==> src/rtl/core/assert_macros.svh <==
// ----------------------------------------------------------------------------
// assert_macros.svh
// Assertion macros shared by the video memory mirroring unit.
// ----------------------------------------------------------------------------
`ifndef ASSERT_MACROS_SVH
`define ASSERT_MACROS_SVH

// Clocked check, disabled while reset is asserted (active low reset).
`define PVMM_ASSERT(lbl, clk, rstn, prop) \
    lbl: assert property (@(posedge clk) disable iff (!(rstn)) (prop)) \
        else $error("pvmm assertion failed");

// Clocked check that also holds during reset.
`define PVMM_ASSERT_ALWAYS(lbl, clk, prop) \
    lbl: assert property (@(posedge clk) (prop)) \
        else $error("pvmm assertion failed");

`endif

==> src/rtl/core/pvmm_pkg.sv <==
// ----------------------------------------------------------------------------
// pvmm_pkg
// Shared constants, codes and control types of the video memory unit.
// ----------------------------------------------------------------------------
`timescale 1ns / 1ps

package pvmm_pkg;

    localparam int NT_DEPTH_DEF = 4096;
    localparam int PAL_DEPTH    = 32;
    localparam int PAL_AW       = 5;
    localparam int NT_FIELD_W   = 12;

    localparam logic [15:0] PAL_BASE = 16'h3F00;
    localparam logic [15:0] NT_BASE  = 16'h2000;

    localparam logic [NT_FIELD_W-1:0] NT_MIRROR_H = 12'h400;
    localparam logic [NT_FIELD_W-1:0] NT_MIRROR_V = 12'h800;
    localparam logic [PAL_AW-1:0]     PAL_MIRROR  = 5'h10;

    localparam logic [1:0] MIRROR_NONE = 2'd0;
    localparam logic [1:0] MIRROR_HORZ = 2'd1;
    localparam logic [1:0] MIRROR_VERT = 2'd2;

    localparam logic [1:0] CART_NONE    = 2'd0;
    localparam logic [1:0] CART_RD_VROM = 2'd1;
    localparam logic [1:0] CART_RD_RAM  = 2'd2;
    localparam logic [1:0] CART_WR_RAM  = 2'd3;

    localparam logic FUNC_WRITE = 1'b1;

    localparam logic CFG_MIRROR_MODE  = 1'b0;
    localparam logic CFG_CART_HAS_RAM = 1'b1;

    typedef struct packed {
        logic load_item;
        logic wr_mirror;
        logic cap_read;
        logic clear_step;
    } ctrl_cmd_t;

    typedef struct packed {
        logic is_nt;
        logic is_write;
        logic need_mirror;
        logic clear_last;
        logic out_valid;
    } dp_status_t;

endpackage

==> src/rtl/core/pvmm_ctrl.sv <==
// ----------------------------------------------------------------------------
// pvmm_ctrl
// Controller: clearing pass, accept, mirrored write and nametable read steps.
// ----------------------------------------------------------------------------
`timescale 1ns / 1ps
`include "assert_macros.svh"

module pvmm_ctrl
    import pvmm_pkg::*;
(
    input  logic       aclk,
    input  logic       aresetn,
    input  logic       s_valid,
    output logic       s_ready,
    input  logic       m_ready,
    input  dp_status_t st,
    output ctrl_cmd_t  cmd
);

    localparam logic [1:0] ST_CLEAR  = 2'd0;
    localparam logic [1:0] ST_IDLE   = 2'd1;
    localparam logic [1:0] ST_MIRROR = 2'd2;
    localparam logic [1:0] ST_READ   = 2'd3;

    logic [1:0] state_reg, state_next;
    logic       accept;

    assign s_ready = (state_reg == ST_IDLE) && (!st.out_valid || m_ready);
    assign accept  = s_valid && s_ready;

    always_comb begin
        cmd.load_item  = accept;
        cmd.wr_mirror  = (state_reg == ST_MIRROR);
        cmd.cap_read   = (state_reg == ST_READ);
        cmd.clear_step = (state_reg == ST_CLEAR);
        state_next     = state_reg;
        unique case (state_reg)
            ST_CLEAR: begin
                if (st.clear_last) begin
                    state_next = ST_IDLE;
                end
            end
            ST_IDLE: begin
                if (accept && st.is_nt) begin
                    if (!st.is_write) begin
                        state_next = ST_READ;
                    end else if (st.need_mirror) begin
                        state_next = ST_MIRROR;
                    end
                end
            end
            ST_MIRROR: state_next = ST_IDLE;
            ST_READ:   state_next = ST_IDLE;
        endcase
    end

    always_ff @(posedge aclk) begin
        if (!aresetn) begin
            state_reg <= ST_CLEAR;
        end else begin
            state_reg <= state_next;
        end
    end

    // Nametable read data lands in the result register in the cycle after the read state
    `PVMM_ASSERT(a_read_completes, aclk, aresetn,
        (state_reg == ST_READ) |=> st.out_valid)
    // The clearing pass runs to its last entry without interruption
    `PVMM_ASSERT(a_clear_holds, aclk, aresetn,
        (state_reg == ST_CLEAR && !st.clear_last) |=> (state_reg == ST_CLEAR))
    // No transaction is taken during the clearing pass
    `PVMM_ASSERT_ALWAYS(a_no_accept_clear, aclk,
        (state_reg == ST_CLEAR) |-> !accept)

endmodule
==> config.mk <==
export PLATFORM = sky130hd
export DESIGN_NAME = pvmm_ctrl
export DESIGN_NICKNAME = d
export VERILOG_FILES = /design/src/rtl/core/pvmm_pkg.sv /design/src/rtl/core/pvmm_ctrl.sv
export VERILOG_INCLUDE_DIRS = /design/src /design/src/rtl/core
export SDC_FILE = /design/constraint.sdc
export NUM_CORES = 1
export LEC_CHECK = 0
export BUFFER_PORTS_ARGS = -buffer_cell sky130_fd_sc_hd__buf_2
export CORE_AREA = 2 2 39 41
export DETAILED_ROUTE_END_ITERATION = 16
export DIE_AREA = 0 0 41 43
export HOLD_SLACK_MARGIN = 0.05
export PLACE_DENSITY_LB_ADDON = 0.2
export SETUP_SLACK_MARGIN = 0.5
export SYNTH_ARGS = -nofsm -noshare
export SYNTH_HDL_FRONTEND = slang
export SYNTH_SLANG_ARGS = --single-unit
==> constraint.sdc <==
create_clock -name aclk -period 0.9 [get_ports aclk]
set_input_delay 0.045 -clock aclk [delete_from_list [all_inputs] [get_ports aclk]]
set_output_delay 0.045 -clock aclk [all_outputs]
set_load 0.05 [all_outputs]
==> flow_summary.yaml <==
outcome:
  outcome: "complete, but fails checks"
  failed_checks: "setup timing"
timing:
  max_freq_mhz: 917
  final_hold_viol_count: 0
  max_slew_margin: 0.851
  fin_crit_ns: 1.09
  finClkSkew_ns: 0.00175
  finalSetupViolCount: 7
  tns_ns: -0.936
  maxSlewViolCount: 0
  fin_crit_sh: 1.21
  tightest_slew_ns: 0.222
  rsz0062_at_grt: "true"
  worst_slack_ns: -0.190
global_routing:
  antenna_found_initial: 0
  grt_pass1_wl_um: 807
  grt_pass1_vias: 206
  grt_overflow: 0
  grt_use_total: 0.0771
  grt_max_degree: 6
floorplanning:
  die-width_um: 41
  fp.dieH_um: 43
  core_area_um2: 1380
  io_pins: 14
  start_util: 0.0931
  rows: 14
  die_area_um2: 1760
cells_and_area:
  nets: 45
  final_common_cell: "buf_2"
  layout-drive-gt1-share: 0.941
  n_antenna_cell: 0
  area_growth_syn_to_layout_pct: 196
  final_cell_mix: "buf_2 (8), buf_6 (5), clkbuf_4 (3), buf_4 (3)"
  largest_reg_flops: 2
placed_design:
  dp_slack_ns: -0.0681
  io_buffer_count: 13
  gp_congestion: 0.594
  hpwl_um: 374
logic_synthesis:
  syn_nets: 22
  synth_top_area_share: 0.311
  syn_inst: 13
  yosys.area.top_type: "dfxtp_1"
  ys_seq_area_frac: 0.311
  synth_warnings: 0
  synth-seq-cells: 2
  synth_area_leaders: "dfxtp_1 (31%), nor2b_4 (11%), and4bb_2 (9.7%)"
  ys_types: 12
  syn-cell-area_um2: 129
  avgSynthCellArea_um2: 9.91
drt:
  drt_wl_total_um: 490
  vias: 197
  viasPerCell: 3.94
  drt_iter0_markers: 2
  drt_first_pass_iters: 2
  wl_per_cell_um: 9.80
  ant_nets: 0
  drc_errors: 0
power_and_ir_drop:
  vdd_drop_max_mv: 0.542
  leakage_nw: 0.173
  p_per_area_nw_per_um2: 1170
  p_total_w: 0.000445
worst_setup_path:
  crit_required_ns: 0.85
  arrival_ns: 1.05
  endpoint_kind: "output port"
  path_cells: "and4bb_2, buf_8"
  critPathMaxFanout: 2
  critPathKind: "flip-flop to output port"
  cp_slowest_cell: "dfxtp_4"
  critPathLaunchType: "flip-flop"
  path_delay_family: "flip-flops"
  slowest_delay_ns: 0.34
  cp_num_buf_inv: 1
cts:
  clk_latency_ns: 0.22
  cts_tree: "yes"
  max-clock-path-buffers: 2
  clock-sinks: 2
  root_buffer: "clkbuf_4"
  clk_pin_slew_ns: 0.03
  htreeDepth: 1
  numCtsBuffers: 3
worst_hold_path:
  min-delay-path-class: "input pin to flip-flop"
run:
  drv_cap: 0
## logic make-up after synthesis
kind of cell	synth area share
flops	0.311
buf+inv	0.0874
compound gates	0.214
simple gates	0.388
## worst paths after layout
check                                                  to  slack (ns)  depth (start not counted)                      start
worst max-delay path                               cmd[3]       -0.19                          2  state_reg[1]$_SDFFE_PN0P_
worst min-delay path            state_reg[0]$_SDFFE_PN0P_        0.03                          2                      st[4]
worst max register to register  state_reg[0]$_SDFFE_PN0P_       -0.13                          3  state_reg[1]$_SDFFE_PN0P_
worst min register to register  state_reg[0]$_SDFFE_PN0P_        0.71                          3  state_reg[0]$_SDFFE_PN0P_
## repair_timing
action,in CTS,in global routing
gates cloned,0,0
buffers inserted,2,1
pin swaps,3,1
resized for setup,15,3
endpoints found under the hold margin,1,1
endpoints found under the setup margin,7,7
## worst register-to-register path: cells and delay by family, from the launching register on
| kind | cells | cell delay [ns] |
|---|---|---|
| flip-flops | 1 | 0.34 |
| AO/OA/AOI/OAI | 1 | 0.10 |
| AND/OR/NAND/NOR | 1 | 0.33 |
| buffers and inverters | 1 | 0.13 |
## synth_stat cells
library cell / number
nor2_1: 1
nor2b_4: 1
and4bb_2: 1
a41oi_1: 1
inv_1: 1
buf_4: 1
and2_1: 1
o31ai_1: 1
nor2b_1: 1
dfxtp_1: 2
nor3b_1: 1
o2111a_1: 1
## layer usage
| metal | up-vias | part of all wire | track usage |
|---|---|---|---|
| li1 | 90 | - | - |
| met1 | 91 | 0.37 | 0.0828 |
| met2 | 16 | 0.46 | 0.0938 |
| met3 | 0 | 0.17 | 0.0628 |
| met4 | 0 | 0 | 0.0600 |
| met5 | - | 0 | 0 |
## power by group
group          switching (W)  internal (W)  leakage [nW]
Combinational      0.0000729     0.0000766         0.142
Clock              0.0000515      0.000147        0.0138
Sequential        0.00000611     0.0000908        0.0178
## stage by stage
step / instances / util / hold WS, ns / cell area [um2]
after global placement: 44 / 0.196 / 0.257 / 272
after CTS: 49 / 0.259 / 0.0287 / 358
after floorplan: 13 / - / 0.154 / 163
final: 50 / 0.276 / 0.0323 / 382
after detailed placement: 44 / 0.196 / 0.269 / 272
after global routing: 50 / 0.276 / 0.0305 / 382
## area by class of cell
| class | count | area [um2] |
|---|---|---|
| Sequential cell | 2 | 47.5 |
| Tap cell | 16 | 20.0 |
| Timing Repair Buffer | 19 | 169 |
| Clock buffer | 3 | 22.5 |
| Multi-Input combinational cell | 9 | 119 |
| Inverter | 1 | 3.75 |
| Fill cell | 151 | 1000 |
Note: power is estimated with default switching activity, not from simulation.
